<file path="config.mk">
export PLATFORM = sky130hd
export DESIGN_NAME = crc8_checked_frame_parser_top
export DESIGN_NICKNAME = d
export VERILOG_FILES = /design/src/design/crc8cfp_pkg.sv /design/src/design/crc8_checked_frame_parser_top.sv
export VERILOG_INCLUDE_DIRS = /design/src /design/src/design
export SDC_FILE = /design/constraint.sdc
export NUM_CORES = 1
export LEC_CHECK = 0
export BUFFER_PORTS_ARGS = -buffer_cell sky130_fd_sc_hd__buf_2
export CAP_MARGIN = 20
export CORE_MARGIN = 2
export CORE_UTILIZATION = 55
export DETAILED_ROUTE_END_ITERATION = 7
export PLACE_DENSITY = 0.72
export SKIP_CTS_REPAIR_TIMING = 1
export SYNTH_ARGS = -nofsm -noshare
export SYNTH_HDL_FRONTEND = slang
export SYNTH_SLANG_ARGS = --single-unit
</file>
<file path="constraint.sdc">
create_clock -name i_clk -period 3.8 [get_ports i_clk]
set_input_delay 0 -clock i_clk [delete_from_list [all_inputs] [get_ports i_clk]]
set_output_delay 0 -clock i_clk [all_outputs]
set_load 0.005 [all_outputs]
</file>
<file path="src/design/crc8_checked_frame_parser_top_assert.svh">
// Assertion macros shared by the frame parser.
`ifndef CRC8_CHECKED_FRAME_PARSER_TOP_ASSERT_SVH
`define CRC8_CHECKED_FRAME_PARSER_TOP_ASSERT_SVH

// The consequent must hold in the same cycle as the antecedent.
`define CFP_ASSERT_SAME(label, clk, rst_n, ante, cons) \
    label: assert property (@(posedge clk) disable iff (!rst_n) (ante) |-> (cons)) \
        else $error("frame parser assertion failed");

// The consequent must hold in the cycle after the antecedent.
`define CFP_ASSERT_NEXT(label, clk, rst_n, ante, cons) \
    label: assert property (@(posedge clk) disable iff (!rst_n) (ante) |=> (cons)) \
        else $error("frame parser assertion failed");

`endif

</file>
<file path="src/design/crc8cfp_pkg.sv">
`default_nettype none

package crc8cfp_pkg;

    localparam int BUFFER_DEPTH_DEF = 32;
    localparam int BYTE_W           = 8;
    localparam int LEN_W            = 5;
    localparam int POS_W            = 5;
    localparam int CFG_DATA_W       = 8;
    localparam int CFG_INDEX_W      = 1;
    localparam int IN_TDATA_W       = 8;
    localparam int OUT_TDATA_W      = 16;

    localparam logic [CFG_INDEX_W-1:0] REG_PREAMBLE = 1'd0;
    localparam logic [CFG_INDEX_W-1:0] REG_LENGTH   = 1'd1;

    localparam logic [BYTE_W-1:0] PREAMBLE_RESET = 8'h00;
    localparam logic [LEN_W-1:0]  LENGTH_RESET   = 5'd3;
    localparam logic [LEN_W-1:0]  LENGTH_MIN     = 5'd3;

    // Contribution of each set bit of the table index to the reflected
    // Dallas/Maxim CRC-8 table entry.
    localparam logic [BYTE_W-1:0] CRC_BIT_TABLE [8] = '{
        8'h5E, 8'hBC, 8'h61, 8'hC2, 8'h9D, 8'h23, 8'h46, 8'h8C
    };

    function automatic logic [BYTE_W-1:0] crc8_step(input logic [BYTE_W-1:0] k);
        logic [BYTE_W-1:0] c;
        c = '0;
        for (int b = 0; b < 8; b++) begin
            if (k[b]) begin
                c = c ^ CRC_BIT_TABLE[b];
            end
        end
        return c;
    endfunction

endpackage

`default_nettype wire

</file>
<file path="src/design/crc8_checked_frame_parser_top.sv">
// Data and preamble bytes: one transfer per cycle while no CRC walk or emission runs.
// Check byte of a frame: the CRC walk reads each stored byte before the check
// byte (ST_CRC_RD, then ST_CRC_UP) through the frame store's registered read
// port; if the check matches, emission reads and offers each byte in turn
// (ST_EM_RD, then ST_EM_OUT) and holds in ST_EM_OUT under back-pressure.
// Synchronous active-low reset returns to preamble hunting; the store is not cleared.
`default_nettype none

module crc8_checked_frame_parser_top #(
    parameter int BUFFER_DEPTH = crc8cfp_pkg::BUFFER_DEPTH_DEF
) (
    input  wire logic                                 i_clk,
    input  wire logic                                 i_rst_n,
    // Configuration write port.
    input  wire logic                                 i_cfg_we,
    input  wire logic [crc8cfp_pkg::CFG_INDEX_W-1:0]  i_cfg_index,
    input  wire logic [crc8cfp_pkg::CFG_DATA_W-1:0]   i_cfg_data,
    // Input stream. tdata fields from bit 0: rx_byte[7:0].
    input  wire logic                                 i_s_tvalid,
    output logic                                      o_s_tready,
    input  wire logic [crc8cfp_pkg::IN_TDATA_W-1:0]   i_s_tdata,
    // Output stream. tdata fields from bit 0: frame_byte[7:0],
    // byte_position[12:8], zero padding[15:13]. tlast carries last_byte.
    output logic                                      o_m_tvalid,
    input  wire logic                                 i_m_tready,
    output logic [crc8cfp_pkg::OUT_TDATA_W-1:0]       o_m_tdata,
    output logic                                      o_m_tlast
);

    import crc8cfp_pkg::*;

    // The counter must be able to hold BUFFER_DEPTH itself.
    localparam int CW = $clog2(BUFFER_DEPTH + 1);
    localparam int AW = $clog2(BUFFER_DEPTH);
    localparam int XW = (CW > LEN_W) ? CW : LEN_W;

    typedef enum logic [1:0] {
        PH_HUNT,
        PH_DATA,
        PH_CHECK
    } t_phase;

    // Sequencer of the shared CRC step and the emission path.
    typedef enum logic [2:0] {
        ST_IDLE,
        ST_CRC_RD,
        ST_CRC_UP,
        ST_EM_RD,
        ST_EM_OUT
    } t_state;

    t_phase             r_phase;
    t_state             r_state;
    logic [BYTE_W-1:0]  r_preamble;
    logic [LEN_W-1:0]   r_length;
    logic [CW-1:0]      r_count;
    logic [CW-1:0]      r_idx;
    logic [BYTE_W-1:0]  r_crc;
    logic [BYTE_W-1:0]  r_check;
    logic [BYTE_W-1:0]  r_rd_data;
    logic               r_out_valid;
    logic [BYTE_W-1:0]  r_out_byte;
    logic [POS_W-1:0]   r_out_pos;
    logic               r_out_last;

    logic [BYTE_W-1:0]  r_mem [BUFFER_DEPTH];

    logic               w_accept;
    logic [BYTE_W-1:0]  w_byte;
    logic [LEN_W-1:0]   w_eff_m1;
    logic [CW-1:0]      w_count_inc;
    logic               w_wr_en;
    logic [AW-1:0]      w_wr_addr;
    logic [BYTE_W-1:0]  w_k;
    logic [CW+POS_W-1:0] w_idx_ext;
    logic               w_in_walk;
    logic               w_in_emit;
    logic               w_check_xfer;
    logic               w_count_ok;
    logic               w_walk_begun;

    assign o_s_tready = (r_state == ST_IDLE);
    assign w_accept   = i_s_tvalid && o_s_tready;
    assign w_byte     = i_s_tdata[BYTE_W-1:0];
    assign w_count_inc = r_count + CW'(1);

    // A configured length below three counts as three.
    assign w_eff_m1 = ((r_length < LENGTH_MIN) ? LENGTH_MIN : r_length) - LEN_W'(1);

    // Table index of the current CRC step, formed from the registered read data.
    assign w_k = r_rd_data ^ r_crc;

    assign w_idx_ext = {{POS_W{1'b0}}, r_idx};

    // Frame store writes: preamble, data bytes and the check byte.
    always_comb begin
        w_wr_en   = 1'b0;
        w_wr_addr = r_count[AW-1:0];
        if (w_accept) begin
            case (r_phase)
                PH_DATA: begin
                    w_wr_en = (r_count < CW'(BUFFER_DEPTH - 1));
                end
                PH_CHECK: begin
                    w_wr_en = (r_count < CW'(BUFFER_DEPTH));
                end
                default: begin
                    w_wr_en   = (w_byte == r_preamble);
                    w_wr_addr = '0;
                end
            endcase
        end
    end

    always_ff @(posedge i_clk) begin
        if (w_wr_en) begin
            r_mem[w_wr_addr] <= w_byte;
        end
        r_rd_data <= r_mem[r_idx[AW-1:0]];
    end

    always_ff @(posedge i_clk) begin
        if (!i_rst_n) begin
            r_phase     <= PH_HUNT;
            r_state     <= ST_IDLE;
            r_preamble  <= PREAMBLE_RESET;
            r_length    <= LENGTH_RESET;
            r_count     <= '0;
            r_idx       <= '0;
            r_crc       <= '0;
            r_out_valid <= 1'b0;
        end else begin
            if (i_cfg_we) begin
                case (i_cfg_index)
                    REG_PREAMBLE: r_preamble <= i_cfg_data[BYTE_W-1:0];
                    REG_LENGTH:   r_length   <= i_cfg_data[LEN_W-1:0];
                    default: ;
                endcase
            end

            // The output register empties on a transfer; while emitting it is
            // reloaded below in the same cycle instead.
            if (i_m_tready && (r_state != ST_EM_OUT)) begin
                r_out_valid <= 1'b0;
            end

            case (r_state)
                ST_IDLE: begin
                    if (w_accept) begin
                        case (r_phase)
                            PH_DATA: begin
                                if (r_count >= CW'(BUFFER_DEPTH - 1)) begin
                                    // Buffer overflow guard: drop the frame.
                                    r_phase <= PH_HUNT;
                                end else begin
                                    r_count <= w_count_inc;
                                    if (XW'(w_count_inc) >= XW'(w_eff_m1)) begin
                                        r_phase <= PH_CHECK;
                                    end
                                end
                            end
                            PH_CHECK: begin
                                r_phase <= PH_HUNT;
                                if (r_count < CW'(BUFFER_DEPTH)) begin
                                    r_count <= w_count_inc;
                                    r_check <= w_byte;
                                    r_idx   <= '0;
                                    r_crc   <= '0;
                                    r_state <= ST_CRC_RD;
                                end
                            end
                            default: begin
                                if (w_byte == r_preamble) begin
                                    r_count <= CW'(1);
                                    r_phase <= PH_DATA;
                                end else begin
                                    r_count <= '0;
                                    r_phase <= PH_HUNT;
                                end
                            end
                        endcase
                    end
                end
                ST_CRC_RD: begin
                    r_state <= ST_CRC_UP;
                end
                ST_CRC_UP: begin
                    r_crc <= crc8_step(w_k);
                    if (r_idx == r_count - CW'(2)) begin
                        // The final table index must match the check byte.
                        r_idx   <= '0;
                        r_state <= (w_k == r_check) ? ST_EM_RD : ST_IDLE;
                    end else begin
                        r_idx   <= r_idx + CW'(1);
                        r_state <= ST_CRC_RD;
                    end
                end
                ST_EM_RD: begin
                    r_state <= ST_EM_OUT;
                end
                ST_EM_OUT: begin
                    if (!r_out_valid || i_m_tready) begin
                        r_out_valid <= 1'b1;
                        r_out_byte  <= r_rd_data;
                        r_out_pos   <= w_idx_ext[POS_W-1:0];
                        r_out_last  <= (r_idx == r_count - CW'(1));
                        if (r_idx == r_count - CW'(1)) begin
                            r_state <= ST_IDLE;
                        end else begin
                            r_idx   <= r_idx + CW'(1);
                            r_state <= ST_EM_RD;
                        end
                    end
                end
                default: begin
                    r_state <= ST_IDLE;
                end
            endcase
        end
    end

    assign o_m_tvalid = r_out_valid;
    assign o_m_tdata  = {(OUT_TDATA_W - BYTE_W - POS_W)'(0), r_out_pos, r_out_byte};
    assign o_m_tlast  = r_out_last;

    // Terms used by the checks below.
    assign w_in_walk    = (r_state == ST_CRC_RD) || (r_state == ST_CRC_UP);
    assign w_in_emit    = (r_state == ST_EM_RD) || (r_state == ST_EM_OUT);
    assign w_check_xfer = w_accept && (r_phase == PH_CHECK);
    assign w_count_ok   = (r_count != '0) && (r_count < CW'(BUFFER_DEPTH));
    assign w_walk_begun = (r_state == ST_CRC_RD) && (r_idx == '0) && (r_phase == PH_HUNT);

`include "crc8_checked_frame_parser_top_assert.svh"

    // While collecting, the frame holds at least the preamble and has room left.
    `CFP_ASSERT_SAME(a_data_count, i_clk, i_rst_n, r_phase == PH_DATA, w_count_ok)
    // The CRC walk never runs past the byte before the check byte.
    `CFP_ASSERT_SAME(a_crc_idx, i_clk, i_rst_n, w_in_walk, (r_idx + CW'(2)) <= r_count)
    // Emission only addresses bytes stored for the current frame.
    `CFP_ASSERT_SAME(a_emit_idx, i_clk, i_rst_n, w_in_emit, r_idx < r_count)
    // A check byte transfer starts the walk from the first stored byte.
    `CFP_ASSERT_NEXT(a_check_start, i_clk, i_rst_n, w_check_xfer, w_walk_begun)

endmodule

`default_nettype wire

</file>
# After elaboration in Yosys (flattened, before gate mapping)
# Memories as Yosys holds them, arrays and structs flattened. A register that Yosys moved wholly into a read port is not among the register bits.
# Cells that the tools add are included.
dict set report totals {
  reg_bits 61
  ram_bits 256
  mem_count 1
}
dict set report op_classes {
  add_sub_neg 5
  n_lt_le_gt_ge 5
  n_eq_ne 19
  n_mux 59
  n_bitwise 9
  reduce_logical 17
}
# name words word_bits read_ports rd_clocked_by_memory_dff wr line
set mem_list {}
lappend mem_list {r_mem 32 8 1 1 1 crc8_checked_frame_parser_top.sv:66} ;# logic [BYTE_W-1:0] r_mem [BUFFER_DEPTH];
# cell n
set ops {}
lappend ops {{8-bit two-way mux} 21}
lappend ops {{6-bit two-way mux} 9}
lappend ops {{7-bit two-way mux} 3}
lappend ops {{6-bit one-hot mux with 3 select lines} 1}
lappend ops {{8-bit equality test} 2}
lappend ops {{8-bit one-hot mux with 2 select lines} 1}
lappend ops {{5-bit two-way mux} 3}
lappend ops {{3-bit inverter} 5}
lappend ops {{3-bit one-hot mux with 5 select lines} 1}
lappend ops {{6-bit by 1-bit adder with 6-bit output, second input constant} 2}
lappend ops {{6-bit equality test} 2}
lappend ops {{3-bit two-way mux} 4}
lappend ops {{6-bit one-hot mux with 2 select lines} 1}
lappend ops {{4-bit AND reduction} 3}
lappend ops {{2-bit two-way mux} 5}
lappend ops {{5-bit inverter} 2}
lappend ops {{1-bit two-way mux} 8}
lappend ops {{2-bit by 1-bit != test with 1-bit output, second input constant} 4}
lappend ops {{8-bit bitwise XOR} 1}
lappend ops {{3-bit by 2-bit equality test with 1-bit output, second input constant} 2}
lappend ops {{6-bit by 5-bit >= comparator with 1-bit output} 1}
lappend ops {{6-bit by 5-bit >= comparator with 1-bit output, second input constant} 1}
lappend ops {{6-bit by 5-bit < comparator with 1-bit output, second input constant} 1}
lappend ops {{6-bit < comparator, second input constant} 1}
lappend ops {{other kinds (24)} 30}

# Depth between registers and ports, before layout
dict set report depth {
  depth_word 31
  mapped_depth 10
}

# Worst setup path before layout
# OpenSTA, ideal clock, no wires.
dict set report synth_timing {
  kind {register to register}
  from {reg r_phase[0]}
  to {mem r_mem[18][0], enable pin}
  setup_ns 0.370
  arrival_time_ns 2.069
  setup_slack_ns 1.360
  stages_incl_launch_ff 9
  path_buffers 1
  synth_period_minus_slack_ns 2.440
  path_cell_list {dfxtp_1 > inv_1 > ha_1 > clkbuf_1 > nand2_1 > nor3_1 > o31a_1 > nand4b_1 > nor2_1}
}
dict set report synth_via {
  elab_chain_len 5
  elab_cells_between_ends 9
}
# element line
set synth_lines {}
lappend synth_lines {{start, declared} crc8_checked_frame_parser_top.sv:52} ;# t_phase r_phase;
lappend synth_lines {{start signal, assigned} crc8_checked_frame_parser_top.sv:124} ;# r_phase <= PH_HUNT;
lappend synth_lines {{start signal, assigned} crc8_checked_frame_parser_top.sv:154} ;# r_phase <= PH_HUNT;
lappend synth_lines {{start signal, assigned} crc8_checked_frame_parser_top.sv:158} ;# r_phase <= PH_CHECK;
lappend synth_lines {{2-bit equality test or 2-bit by 1-bit equality test with 1-bit output (tied branches)} crc8_checked_frame_parser_top.sv:100} ;# case (r_phase)
lappend synth_lines {{1-bit one-hot mux with 2 select lines} crc8_checked_frame_parser_top.sv:100}
lappend synth_lines {{1-bit two-way mux} crc8_checked_frame_parser_top.sv:99} ;# if (w_accept) begin
lappend synth_lines {{1-bit two-way mux} crc8_checked_frame_parser_top.sv:116} ;# if (w_wr_en) begin
lappend synth_lines {{1-bit two-way mux (not written as such)} crc8_checked_frame_parser_top.sv:117} ;# r_mem[w_wr_addr] <= w_byte;
lappend synth_lines {{end, declared} crc8_checked_frame_parser_top.sv:66}
# Parallel ways exist; a longest one is shown, timed or not.

# Worst setup path in the final report
dict set report layout_timing {
  from {reg r_count[0]}
  to {mem r_mem[28][4], enable pin}
}
dict set report layout_via {
  elab_chain_len 5
  elab_cells_between_ends 8
}
# element line
set layout_lines {}
lappend layout_lines {{start, declared} crc8_checked_frame_parser_top.sv:56} ;# logic [CW-1:0] r_count;
lappend layout_lines {{start signal, assigned} crc8_checked_frame_parser_top.sv:156} ;# r_count <= w_count_inc;
lappend layout_lines {{start signal, assigned} crc8_checked_frame_parser_top.sv:165} ;# r_count <= w_count_inc;
lappend layout_lines {{6-bit < comparator or 6-bit by 5-bit < comparator with 1-bit output (tied branches)} -}
lappend layout_lines {{1-bit one-hot mux with 2 select lines} crc8_checked_frame_parser_top.sv:100}
lappend layout_lines {{1-bit two-way mux} crc8_checked_frame_parser_top.sv:99}
lappend layout_lines {{1-bit two-way mux} crc8_checked_frame_parser_top.sv:116}
lappend layout_lines {{1-bit two-way mux (not written as such)} crc8_checked_frame_parser_top.sv:117}
# Parallel ways exist; a longest one is shown, timed or not.

==> results_dict.tcl <==
set metrics [dict create \
    outcome "finished clean" \
    finClkSkew_ns 0.0175 \
    p_leak_uw 0.00488 \
    clk_pin_slew_ns 0.06 \
    hold_class "in -> reg" \
    max-cap-violations 0 \
    gpl.final_weighted_congestion 0.900 \
    critical_path_class "reg -> reg" \
    cp_cell_sequence "ha_1, and4_1, nor3b_2, o31a_1, nand4_1, nor2_1" \
    cp-start-kind "flop" \
    drv_slew 0 \
    timing.hold.ws_ns 0.0441 \
    fin_crit_sh 0.796 \
    grt_max_degree 35 \
    fin_nets 882 \
    grt-ovfl-total 0 \
    slew_headroom 0.457 \
    cts_htree_levels 2 \
    finalWorstSetupSlack_ns 0.774 \
    insertion_delay_ns 0.51 \
    cp_num_buf_inv 0 \
    vias_per_cell 6.18 \
    total_power_uw 7180 \
    yosys_register_bits 325 \
    cts_tree "done" \
    rsz0062_at_grt "false" \
    first_pass_iters 5 \
    synth_edf_count 278 \
    slowest_delay_ns 0.62 \
    drt_iter0_markers 1091 \
    fillers 1722 \
    die_x_um 160 \
    ys_seq_area_frac 0.695 \
    synth-async-reset-ratio 0 \
    portBuffers 37 \
    diodes 0 \
    via_count 7388 \
    finalSetupTns_ns 0 \
    root_buffer "clkbuf_16" \
    crit_fanout 11 \
    drive_gt1_frac 0.239 \
    finalSetupViolations 0 \
    max_clock_freq_ghz 0.330 \
    track_usage 0.242 \
    num_rows 57 \
    dp_hpwl_mm 19.8 \
    required_ns 3.94 \
    p_per_area_nw_per_um2 472 \
    ff_latch_area_sq_um 9290 \
    postRouteAntennaNets 0 \
    hold_violations 0 \
    drc 0 \
    clockBufferDepth 3 \
    end_kind "flop" \
    yosysWarnings 0 \
    fp.coreArea_sq_um 24100 \
    syn2layout_area_growth_pct 13.8 \
    place_ws_ns 0.860 \
    synth.lib_cells_used.distinct 54 \
    die_area_sq_um 25600 \
    fp.dieH_um 160 \
    antenna_found_initial 0 \
    syn_inst 772 \
    numClockSinks 325 \
    crit_arrival_ns 3.17 \
    synthesis.area_sq_um 13400 \
    grt_pass1_wl_mm 45.7 \
    crit_family "simple AND/OR/NAND/NOR gates" \
    min_period_ns 3.03 \
    ys_dominant_reg_cell "edfxtp_1" \
    initial_core_util 0.555 \
    pin_count 41 \
    syn_avg_cell_area_sq_um 17.3 \
    multi_input_area_sq_um 3850 \
    ir_drop_uv 303 \
    wl_per_cell_um 25.4 \
    slowest_stage "nor2_1" \
    worst_slew_pin_slew_ns 0.809 \
    numCtsBuffers 34 \
    drt_wl_total_mm 30.4 \
    grt_pass1_vias 7157 \
]
[logic make-up (layout without fill, tap and decap cells)]
logic type | Yosys count | after routing | share of synthesized area
xor gates and xnor gates | 55 | 55 | 0.0360
other | 1 | 3 | 0.000281
adders and majority gates | 14 | 14 | 0.0131
muxes | 90 | 90 | 0.143
buffers and inverters | 49 | 147 | 0.0177
and+or+nand+nor | 167 | 167 | 0.0595
DFF | 325 | 325 | 0.695
AOI/OAI and AO/OA | 71 | 71 | 0.0352
[power breakdown]
group	switching [uW]	total, uW	internal [uW]
logic	108	157	48.2
registers	7.84	3880	3870
clock network	1380	3150	1770
total	1500	7180	5680
[layout make-up]
cell class              instances  share of cell area
clock inverters                21              0.0113
clock buffers                  41              0.0583
inverters                       9             0.00222
multi-input cells             400               0.253
flip-flops and latches        325               0.611
repair buffers                 76              0.0372
well taps                     324              0.0267
[final timing paths]
check / startpoint / to / slack (ns) / depth (start not counted)
setup / recovery: r_count[0]$_SDFFE_PN0P_ / r_mem[28][4]$_DFFE_PP_ / 0.77 / 6
hold / removal: i_s_tdata[2] / r_phase[0]$_SDFFE_PN0P_ / 0.04 / 6
setup reg to reg: r_count[0]$_SDFFE_PN0P_ / r_mem[28][4]$_DFFE_PP_ / 0.77 / 6
hold reg to reg: r_preamble[5]$_SDFFE_PN0P_ / r_preamble[5]$_SDFFE_PN0P_ / 0.47 / 2
[worst register-to-register path, delay by kind of cell, from the launching register on]
kind                     cells  cell delay, ns
adder cells (fa/ha/maj)      1            0.32
AND/OR/NAND/NOR              4            1.47
flip-flops                   1            0.43
AO/OA/AOI/OAI                1            0.43
[sequential cells by signal (all words and copies together) (netlist names)]
register,flops
r_mem,256
r_check,8
r_crc,8
r_out_byte,8
r_preamble,8
r_rd_data,8
r_count,6
r_idx,6
r_length,5
r_out_pos,5
r_state,3
r_phase,2
o_m_tlast,1
o_m_tvalid,1
[through the flow]
| stage | area [sq um] | util | instances |
|---|---|---|---|
| floorplan | 13400 | - | 774 |
| global placement | 13900 | 0.578 | 1115 |
| finish | 15200 | 0.631 | 1196 |
| detailed placement | 13900 | 0.578 | 1115 |
| CTS | 15000 | 0.622 | 1177 |
| global route | 15200 | 0.631 | 1196 |
[synth_stat cells, types with 14 or more instances]
cell,n,area share
nor2_1,65,0.018
clkbuf_1,23,0.0065
mux4_2,80,0.13
nand2_1,32,0.0090
xor2_1,23,0.015
nand3_1,22,0.0082
ha_1,14,0.013
a21oi_1,24,0.0090
dfxtp_1,47,0.070
xnor2_1,32,0.021
edfxtp_1,278,0.62
[cell usage in the layout, fill, tap and decap left out, drive strengths merged, types with 5 or more instances in the layout]
cell type / instances
ha: 14
clkinv: 13
nand2: 32
dlygate4sd3: 17
a21oi: 24
buf: 59
nand3: 22
nor2b: 5
nor3: 7
dfxtp: 47
clkbuf: 41
o21ai: 13
xor2: 23
o31ai: 7
xnor2: 32
inv: 12
edfxtp: 278
mux4: 80
nand4: 8
nor2: 65
mux2: 10
nand2b: 5
a22oi: 9
[routing by layer]
metal  up-vias  global-route usage  part of all wire
li1       3189                   -                 -
met1      3742               0.349              0.41
met2       406               0.378              0.48
met3        51              0.0525             0.087
met4         0              0.0696             0.024
met5         -                   0                 0
Power figures use the tool's default switching activity.
